<file path="src/rtl/mrwr_pkg.sv">
package mrwr_pkg;

   localparam int WORD_BITS = 32;
   localparam int TP_BITS = 6;
   localparam int PROD_BITS = 2 * WORD_BITS;
   localparam int CNT_BITS = $clog2(PROD_BITS + 1);

   localparam logic [1:0] VERDICT_COMPOSITE = 2'd0;
   localparam logic [1:0] VERDICT_PASS = 2'd1;
   localparam logic [1:0] VERDICT_INVALID = 2'd2;

   localparam logic [1:0] REG_MODULUS = 2'd0;
   localparam logic [1:0] REG_ODD_PART = 2'd1;
   localparam logic [1:0] REG_TWO_POWER = 2'd2;

   // datapath operation codes
   localparam logic [2:0] OP_NONE = 3'd0;
   localparam logic [2:0] OP_LOAD = 3'd1;
   localparam logic [2:0] OP_MUL_ACC = 3'd2;
   localparam logic [2:0] OP_MUL_BASE = 3'd3;
   localparam logic [2:0] OP_SQR_ACC = 3'd4;

   typedef struct packed {
      logic [2:0] op;
      logic       shift_exp;
   } dp_cmd_type;

   typedef struct packed {
      logic busy;
      logic done;
      logic exp_zero;
      logic exp_lsb;
      logic acc_is_one;
      logic acc_is_nm1;
      logic args_bad;
   } dp_sts_type;

endpackage

</file>
<file path="src/rtl/mrwr_datapath.sv">
module mrwr_datapath (
   input  logic                             clock,
   input  logic                             reset,
   input  logic [mrwr_pkg::WORD_BITS-1:0]   modulus,
   input  logic [mrwr_pkg::WORD_BITS-1:0]   odd_part,
   input  logic [mrwr_pkg::WORD_BITS-1:0]   witness,
   input  mrwr_pkg::dp_cmd_type             cmd,
   output mrwr_pkg::dp_sts_type             sts
);
   import mrwr_pkg::*;

   logic [WORD_BITS-1:0] acc_ff, acc_in;
   logic [WORD_BITS-1:0] base_ff, base_in;
   logic [WORD_BITS-1:0] exp_ff, exp_in;
   logic [PROD_BITS-1:0] prod_ff, prod_in;
   logic [WORD_BITS:0]   rem_ff, rem_in;
   logic [CNT_BITS-1:0]  cnt_ff, cnt_in;
   logic                 busy_ff, busy_in;
   logic                 done_ff, done_in;
   logic                 dest_acc_ff, dest_acc_in;
   logic [1:0]           phase_ff, phase_in;
   logic [WORD_BITS:0]   shifted;
   logic [WORD_BITS:0]   mod_ext;
   logic [WORD_BITS-1:0] mul_a;
   logic [WORD_BITS-1:0] mul_b;
   logic [WORD_BITS-1:0] nm1;

   assign mod_ext = {1'b0, modulus};
   assign nm1 = modulus - WORD_BITS'(1);
   assign shifted = {rem_ff[WORD_BITS-1:0], prod_ff[PROD_BITS-1]};

   always_comb begin
      mul_a = acc_ff;
      mul_b = base_ff;
      case (cmd.op)
         OP_MUL_ACC:  begin mul_a = acc_ff;  mul_b = base_ff; end
         OP_MUL_BASE: begin mul_a = base_ff; mul_b = base_ff; end
         OP_SQR_ACC:  begin mul_a = acc_ff;  mul_b = acc_ff;  end
         default:     begin mul_a = acc_ff;  mul_b = base_ff; end
      endcase
   end

   always_comb begin
      acc_in = acc_ff;
      base_in = base_ff;
      exp_in = exp_ff;
      prod_in = prod_ff;
      rem_in = rem_ff;
      cnt_in = cnt_ff;
      busy_in = busy_ff;
      done_in = 1'b0;
      dest_acc_in = dest_acc_ff;
      phase_in = phase_ff;
      if (cmd.shift_exp) begin
         exp_in = exp_ff >> 1;
      end
      if (busy_ff) begin
         if (phase_ff == 2'd0) begin
            // register the product, then reduce it one bit a cycle
            phase_in = 2'd1;
         end else begin
            if (shifted >= mod_ext) begin
               rem_in = shifted - mod_ext;
            end else begin
               rem_in = shifted;
            end
            prod_in = {prod_ff[PROD_BITS-2:0], 1'b0};
            cnt_in = cnt_ff - CNT_BITS'(1);
            if (cnt_ff == CNT_BITS'(1)) begin
               busy_in = 1'b0;
               done_in = 1'b1;
               if (dest_acc_ff) begin
                  acc_in = rem_in[WORD_BITS-1:0];
               end else begin
                  base_in = rem_in[WORD_BITS-1:0];
               end
            end
         end
      end else begin
         case (cmd.op)
            OP_LOAD: begin
               acc_in = WORD_BITS'(1);
               base_in = witness;
               exp_in = odd_part;
            end
            OP_MUL_ACC, OP_MUL_BASE, OP_SQR_ACC: begin
               prod_in = PROD_BITS'(mul_a) * PROD_BITS'(mul_b);
               rem_in = '0;
               cnt_in = CNT_BITS'(PROD_BITS);
               busy_in = 1'b1;
               phase_in = 2'd1;
               dest_acc_in = (cmd.op != OP_MUL_BASE);
            end
            default: begin
            end
         endcase
      end
   end

   always_ff @(posedge clock) begin
      if (reset) begin
         busy_ff <= 1'b0;
         done_ff <= 1'b0;
         phase_ff <= 2'd0;
      end else begin
         busy_ff <= busy_in;
         done_ff <= done_in;
         phase_ff <= phase_in;
      end
      acc_ff <= acc_in;
      base_ff <= base_in;
      exp_ff <= exp_in;
      prod_ff <= prod_in;
      rem_ff <= rem_in;
      cnt_ff <= cnt_in;
      dest_acc_ff <= dest_acc_in;
   end

   assign sts.busy = busy_ff;
   assign sts.done = done_ff;
   assign sts.exp_zero = (exp_ff == '0);
   assign sts.exp_lsb = exp_ff[0];
   assign sts.acc_is_one = (acc_ff == WORD_BITS'(1));
   assign sts.acc_is_nm1 = (acc_ff == nm1);
   assign sts.args_bad = (witness < WORD_BITS'(2)) || (modulus < WORD_BITS'(4))
                         || (witness > modulus - WORD_BITS'(2)) || (odd_part == '0);

endmodule

</file>
<file path="src/rtl/mrwr_control.sv">
module mrwr_control (
   input  logic                           clock,
   input  logic                           reset,
   input  logic                           req_valid,
   output logic                           req_ready,
   output logic                           rsp_valid,
   input  logic                           rsp_ready,
   output logic [1:0]                     rsp_verdict,
   input  logic [mrwr_pkg::TP_BITS-1:0]   two_power,
   input  mrwr_pkg::dp_sts_type           sts,
   output mrwr_pkg::dp_cmd_type           cmd
);
   import mrwr_pkg::*;

   localparam logic [2:0] ST_IDLE  = 3'd0;
   localparam logic [2:0] ST_CHECK = 3'd1;
   localparam logic [2:0] ST_EXP   = 3'd2;
   localparam logic [2:0] ST_WAIT  = 3'd3;
   localparam logic [2:0] ST_EVAL  = 3'd4;
   localparam logic [2:0] ST_SQR   = 3'd5;
   localparam logic [2:0] ST_OUT   = 3'd6;

   logic [2:0]         state_ff, state_in;
   logic [2:0]         ret_ff, ret_in;
   logic               mul_base_ff, mul_base_in;
   logic [TP_BITS-1:0] left_ff, left_in;
   logic [1:0]         verdict_ff, verdict_in;
   logic [1:0]         rsp_verdict_ff, rsp_verdict_in;
   logic               in_taken;
   logic               valid_ff, valid_in;

   assign req_ready = (state_ff == ST_IDLE);
   assign in_taken = req_valid && req_ready;
   assign rsp_valid = valid_ff;
   assign rsp_verdict = rsp_verdict_ff;

   always_comb begin
      state_in = state_ff;
      ret_in = ret_ff;
      mul_base_in = mul_base_ff;
      left_in = left_ff;
      verdict_in = verdict_ff;
      rsp_verdict_in = rsp_verdict_ff;
      valid_in = valid_ff;
      cmd.op = OP_NONE;
      cmd.shift_exp = 1'b0;
      if (valid_ff && rsp_ready) begin
         valid_in = 1'b0;
      end
      case (state_ff)
         ST_IDLE: begin
            if (in_taken) begin
               cmd.op = OP_LOAD;
               state_in = ST_CHECK;
            end
         end
         ST_CHECK: begin
            if (sts.args_bad) begin
               verdict_in = VERDICT_INVALID;
               state_in = ST_OUT;
            end else begin
               mul_base_in = 1'b0;
               state_in = ST_EXP;
            end
         end
         ST_EXP: begin
            if (sts.exp_zero) begin
               state_in = ST_EVAL;
            end else if (!mul_base_ff) begin
               mul_base_in = 1'b1;
               if (sts.exp_lsb) begin
                  cmd.op = OP_MUL_ACC;
                  ret_in = ST_EXP;
                  state_in = ST_WAIT;
               end
            end else begin
               // square the base and advance to the next exponent bit
               mul_base_in = 1'b0;
               cmd.op = OP_MUL_BASE;
               cmd.shift_exp = 1'b1;
               ret_in = ST_EXP;
               state_in = ST_WAIT;
            end
         end
         ST_WAIT: begin
            if (sts.done) begin
               state_in = ret_ff;
            end
         end
         ST_EVAL: begin
            if (sts.acc_is_one || sts.acc_is_nm1) begin
               verdict_in = VERDICT_PASS;
               state_in = ST_OUT;
            end else begin
               verdict_in = VERDICT_COMPOSITE;
               left_in = two_power;
               state_in = ST_SQR;
            end
         end
         ST_SQR: begin
            if (left_ff <= TP_BITS'(1)) begin
               state_in = ST_OUT;
            end else begin
               left_in = left_ff - TP_BITS'(1);
               cmd.op = OP_SQR_ACC;
               ret_in = ST_SQR;
               state_in = ST_WAIT;
            end
            // a pass is checked after each square returns
            if (left_ff != two_power && sts.acc_is_nm1) begin
               verdict_in = VERDICT_PASS;
               cmd.op = OP_NONE;
               state_in = ST_OUT;
            end
         end
         ST_OUT: begin
            // hold until the result register is free or being emptied
            if (!valid_ff || rsp_ready) begin
               valid_in = 1'b1;
               rsp_verdict_in = verdict_ff;
               state_in = ST_IDLE;
            end
         end
         default: state_in = ST_IDLE;
      endcase
   end

   always_ff @(posedge clock) begin
      if (reset) begin
         state_ff <= ST_IDLE;
         valid_ff <= 1'b0;
      end else begin
         state_ff <= state_in;
         valid_ff <= valid_in;
      end
      ret_ff <= ret_in;
      mul_base_ff <= mul_base_in;
      left_ff <= left_in;
      verdict_ff <= verdict_in;
      rsp_verdict_ff <= rsp_verdict_in;
   end

endmodule

</file>
<file path="src/rtl/miller_rabin_witness_round_core.sv">
// One Miller-Rabin round per witness against the odd candidate held in the
// modulus, odd_part and two_power registers (byte addresses 0, 4, 8). Each
// witness yields one verdict: 0 composite, 1 passes, 2 invalid witness or
// configuration. Every modular product is formed by one 32x32 multiply and
// reduced by a shared restoring remainder unit, one product bit at a time.
// One witness is processed at a time, but a finished verdict waits in its
// own register, so the next witness can transfer while it is held;
// configure only while idle.
module miller_rabin_witness_round_core (
   input  logic        clock,
   input  logic        reset,
   input  logic        req_valid,
   output logic        req_ready,
   input  logic [31:0] req_witness,
   output logic        rsp_valid,
   input  logic        rsp_ready,
   output logic [1:0]  rsp_verdict,
   input  logic        psel,
   input  logic        penable,
   input  logic        pwrite,
   input  logic [3:0]  paddr,
   input  logic [31:0] pwdata,
   output logic [31:0] prdata,
   output logic        pready
);
   import mrwr_pkg::*;

   logic [WORD_BITS-1:0] modulus_ff;
   logic [WORD_BITS-1:0] odd_part_ff;
   logic [TP_BITS-1:0]   two_power_ff;
   logic [WORD_BITS-1:0] witness_ff;
   logic                 wr_en;
   logic [1:0]           reg_sel;
   dp_cmd_type           cmd;
   dp_sts_type           sts;

   assign pready = 1'b1;
   assign reg_sel = paddr[3:2];
   assign wr_en = psel && penable && pwrite;

   // hold the register file; writes land on the access cycle
   always_ff @(posedge clock) begin
      if (reset) begin
         modulus_ff <= '0;
         odd_part_ff <= '0;
         two_power_ff <= '0;
      end else if (wr_en && paddr[1:0] == 2'b00) begin
         case (reg_sel)
            REG_MODULUS:   modulus_ff <= pwdata;
            REG_ODD_PART:  odd_part_ff <= pwdata;
            REG_TWO_POWER: two_power_ff <= pwdata[TP_BITS-1:0];
            default: begin
            end
         endcase
      end
   end

   always_comb begin
      case (reg_sel)
         REG_MODULUS:   prdata = modulus_ff;
         REG_ODD_PART:  prdata = odd_part_ff;
         REG_TWO_POWER: prdata = {26'd0, two_power_ff};
         default:       prdata = '0;
      endcase
   end

   // capture the witness on transfer
   always_ff @(posedge clock) begin
      if (req_valid && req_ready) begin
         witness_ff <= req_witness;
      end
   end

   mrwr_datapath u_dp (
      .clock    (clock),
      .reset    (reset),
      .modulus  (modulus_ff),
      .odd_part (odd_part_ff),
      .witness  ((req_valid && req_ready) ? req_witness : witness_ff),
      .cmd      (cmd),
      .sts      (sts)
   );

   mrwr_control u_ctl (
      .clock       (clock),
      .reset       (reset),
      .req_valid   (req_valid),
      .req_ready   (req_ready),
      .rsp_valid   (rsp_valid),
      .rsp_ready   (rsp_ready),
      .rsp_verdict (rsp_verdict),
      .two_power   (two_power_ff),
      .sts         (sts),
      .cmd         (cmd)
   );

endmodule

</file>
<file path="config.mk">
export PLATFORM = sky130hd
export DESIGN_NAME = miller_rabin_witness_round_core
export DESIGN_NICKNAME = d
export VERILOG_FILES = /design/src/rtl/mrwr_pkg.sv /design/src/rtl/mrwr_datapath.sv /design/src/rtl/mrwr_control.sv /design/src/rtl/miller_rabin_witness_round_core.sv
export SDC_FILE = /design/constraint.sdc
export NUM_CORES = 2
export LEC_CHECK = 0
export ABC_AREA = 1
export BUFFER_PORTS_ARGS = -buffer_cell sky130_fd_sc_hd__buf_2
export CAP_MARGIN = 20
export CORE_MARGIN = 2
export CORE_UTILIZATION = 34
export CTS_CLUSTER_SIZE = 14
export DETAILED_ROUTE_END_ITERATION = 16
export SLEW_MARGIN = 15
export SYNTH_ARGS = -nofsm -noshare
export SYNTH_HDL_FRONTEND = slang
export SYNTH_HIERARCHICAL = 1
export SYNTH_SLANG_ARGS = --single-unit
</file>
<file path="constraint.sdc">
create_clock -name clock -period 22.7 [get_ports clock]
set_clock_uncertainty 0.15 [all_clocks]
set_input_delay 0 -clock clock [delete_from_list [all_inputs] [get_ports clock]]
set_output_delay 0 -clock clock [all_outputs]
set_load 0.1 [all_outputs]
</file>
After elaboration in Yosys (flattened, before gate mapping):

Cells that the tools add are included.

* logic and storage cells: 180
* input port bits: 75
* output and inout bits: 37
* register bits: 324

* reduce and logical (&&, ||, !) cells: 40
* $lt $le $gt $ge: 5
* bitwise logic cells: 1
* equal/unequal tests: 33
* multiplexer cells: 74
* multipliers: 1
* add/sub/neg operators: 5

Operators by type and width (count)
* $mux W32: 20
* $mux W64: 3
* $pmux W32 S3: 1
* $logic_not A32 Y1: 2
* $mul A32 B32 Y64: 1
* $mux W3: 16
* $ge A33 B32 Y1: 1
* $eq A32 B1 Y1 const B: 1
* $eq A32 B32 Y1: 1
* $gt A32 B32 Y1: 1
* $lt A32 B2 Y1 const B: 1
* $lt A32 B3 Y1 const B: 1
* $sub A32 B1 Y32 const B: 1
* $sub A32 B2 Y32 const B: 1
* $sub A32 B32 Y32: 1
* $ne A2 B2 Y1 const B: 12
* $mux W7: 3
* $pmux W3 S7: 1
* $reduce_and A4 Y1: 4
* $mux W1: 15
* $mux W2: 7
* $reduce_and A2 Y1: 7
* $eq A3 B2 Y1 const B: 4
* $eq A3 B3 Y1 const B: 4
* 28 further kinds: 50

Depth between registers and ports, before layout:

* depth in word-level cells: 10
* gate-level depth with buffers: 57
* mapped depth without buffers: 54

Hierarchy:

Netlist, hierarchy kept.

Modules (own cells, without submodules)
* mrwr_datapath: sequential area each 5745.5 um2, times used 1, cells an instance 6019, area an instance 47309.1 um2
* miller_rabin_witness_round_core: sequential area each 2042.0 um2, times used 1, cells an instance 685, area an instance 4792.1 um2
* mrwr_control: sequential area each 470.5 um2, times used 1, cells an instance 153, area an instance 1094.8 um2

Worst setup path after synthesis:

OpenSTA, ideal clock, no wires.

* path kind: reg-to-reg
* from: register modulus_ff[1]
* to: register u_dp.prod_ff[29] (data pin)
* stages on the path, launching flop included: 47
* path buffers: 3
* data required time: 22.296 ns
* path slack: 13.495 ns
* data arrival time: 8.802 ns
* clock period less this slack: 9.205 ns
* library setup time: 0.254 ns
* cell sequence: dfxtp_1 inv_1 ha_1 nand2_1 nand2_1 nor2_2 nand2_1 xor2_1 o21ai_0 nor2_1 nand3_1 nor2_1 nand3_1 nor2_1 nand2_1 nand3_1 inv_1 inv_1 (+11 left out) fa_1 inv_1 fa_1 inv_1 fa_1 inv_1 fa_1 fa_1 ha_1 a21oi_1 o21ai_0 a21oi_1 inv_1 a21oi_1 nand2_1 or2_2 nand3_1 nand2_1

RTL lines
* start, declared: RTL line miller_rabin_witness_round_core.sv:28 `logic [WORD_BITS-1:0] modulus_ff;`
* start signal, assigned: RTL line miller_rabin_witness_round_core.sv:49 `REG_MODULUS: modulus_ff <= pwdata;`
* end signal, assigned: RTL line mrwr_datapath.sv:113 `prod_ff <= prod_in;`
* end, declared: RTL line mrwr_datapath.sv:15 `logic [PROD_BITS-1:0] prod_ff, prod_in;`

==> metrics <==
via count normalized by instance count 5.14; Die Y-Extent 400 um; total length of routed wires 198000 um; maximum net fanout on the critical path 65; Resize count post-CTS 0; type of the worst setup path reg -> reg; CTS tree built; initial detailed-routing violation count 3962; IO Count 112; critical path data required time 22.88 ns; first-pass GRT wire length 298000 um; clock insertion delay at the later pin of the skew report 0.60 ns; total of max-cap violations 0; effective utilization at floorplan 0.341; # fillers 16200; summed instance area of the synthesized netlist 0.0532 sq mm; synthesized net count 8162; die outline width 400 um; setup repair after global routing missed its margin no; type of origin of the critical path register; synthesized area divided by synthesized cell count 7.76 sq um; count of pins over their slew limit 0; worst slack at placement 10.72 ns; total number of H-tree levels 2; DRC errors left 0; last weighted congestion value of the routability-driven placer 0.974; Synth warnings 6; placeable core region 0.156 sq mm; final setup vio count 0; fraction of layout cells with a size suffix above 1 0.0649; grt ovf 0; hold violation total from the final report 0; average routed wire per standard cell 22.0 um; count of buffers inserted at the top-level ports 110; die footprint 0.160 sq mm; least setup slack across all paths after layout 10.62 ns; row cnt 145; First-pass DRT Iterations 6; pin count of the biggest net entering global routing 75; HP Class in -> reg; Post-Route Setup TNS 0 ns; highest cell delay on the worst timing path 0.86 ns; number of buffers on the longest clock path 3; placed wire-length estimate after detailed placement 156000 um; clock transition at the registers of the reported paths 0.06 ns; worst path arrival time 12.26 ns; via count of the first global-routing pass 47500; most frequent CP cell inv_1; worst max-slew margin expressed relative to the limit 0.224; area added between synthesis and finish 9.16%; final period demand of the worst path 12.08 ns; post-layout net count 8221; TritonCTS Buffers 38; Final period util 0.532; initial antenna violation count 5; All-Layer GR Usage 0.250; measured slew at the worst slew-check pin 1.16 ns; Sink Count 322; number of instances in the synthesized netlist 6856; cell with the biggest individual delay on the critical path clkinv_1; detailed-route via count 46300; number of nets with antenna violations after detailed routing 0; outcome completed; fmax 82.8 MHz; clock root buffer clkbuf_16; Critical Path End Type register
path summary, 6_finish.rpt:
check	end	cells after the start	startpoint	slack [ns]
max	u_dp/prod_ff[36]$_DFFE_PP_	47	modulus_ff[1]$_SDFFE_PP0P_	10.62
min	modulus_ff[20]$_SDFFE_PP0P_	6	paddr[0]	0.07
max reg2reg	u_dp/prod_ff[36]$_DFFE_PP_	47	modulus_ff[1]$_SDFFE_PP0P_	10.62
min reg2reg	u_ctl/rsp_verdict[1]$_DFFE_PP_	0	u_ctl/verdict_ff[1]$_DFFE_PP_	0.33
final cells by class:
type / count / area, sq um / area share
multi-input combinational: 4772 / 38300 / 0.659
sequential: 322 / 8260 / 0.142
inverter: 1502 / 5640 / 0.0971
tap: 2058 / 2570 / 0.0443
timing repair buffer: 279 / 2030 / 0.0350
clock buffer: 51 / 1070 / 0.0184
clock inverter: 18 / 196 / 0.00338
antenna: 1 / 2.50 / 0.0000431
placed cells by master (no fill, tap or decap), types with 7 or more instances in the layout:
cell	instances
dlygate4sd3_1	77
o21a_1	9
nand3_2	16
nand2_2	21
clkinv_1	8
nand3_1	207
o221ai_1	7
mux2_2	32
nor2_1	985
clkbuf_8	7
inv_2	19
o21bai_1	9
nand3b_1	24
xor2_1	57
o21ai_1	33
o22ai_1	27
inv_1	1476
nand4_1	104
nor2_2	16
a31oi_1	35
ha_1	334
or2_2	21
fa_1	897
nor2_4	7
a21oi_1	167
o21ai_0	115
buf_4	90
nand2_1	1457
xnor2_1	27
buf_2	111
dfxtp_1	140
nor4_1	42
a21o_1	13
edfxtp_1	181
nor3_1	35
clkbuf_16	38
o21ai_2	34
flip-flops by register name (all words and copies together) (netlist names):
register           cells
modulus_ff            32
witness_ff            32
u_ctl/rsp_verdict      2
u_ctl/verdict_ff       2
u_dp/phase_ff          1
u_dp/done_ff           1
u_dp/dest_acc_ff       1
u_dp/acc_ff           32
u_ctl/left_ff          6
u_dp/cnt_ff            7
u_dp/exp_ff           32
two_power_ff           6
u_dp/base_ff          32
u_dp/busy_ff           1
u_dp/rem_ff           32
u_ctl/mul_base_ff      1
u_ctl/rsp_valid        1
u_ctl/state_ff         3
u_ctl/ret_ff           2
odd_part_ff           32
u_dp/prod_ff          64
through the flow:
stage	utilization	hold slack (ns)	instance area [sq um]	instances
2_1_floorplan	-	-0.0876	53200	6856
4_1_cts	0.372	0.0543	58000	9000
6_report	0.373	0.0746	58100	9003
3_5_place_dp	0.359	0.157	56000	8854
5_1_grt	0.373	0.112	58100	9002
3_3_place_gp	0.359	0.149	56000	8854
critical path: cells and delay by family, from the launching register on:
kind                       cells  cell delay, ns
adders and majority gates     10            4.64
and+or+nand+nor               22            3.67
buffers and inverters         12            2.33
DFF                            1            0.48
AOI/OAI and AO/OA              2            0.33
xor gates and xnor gates       1            0.16
routing by layer:
layer | GRT usage | up-vias | part of all wire
met5 | 0 | - | 0
met4 | 0.129 | 0 | 0.061
met3 | 0.0375 | 507 | 0.082
met2 | 0.404 | 2123 | 0.46
met1 | 0.324 | 22900 | 0.40
li1 | - | 20700 | -
timing repair:
item,CTS,global route
setup buffers,0,0
hold endpoints to repair,143,0
hold buffers,77,0
Power is not shown: default switching activity piles up to over one toggle a cycle in this logic, so the estimate is an artifact.
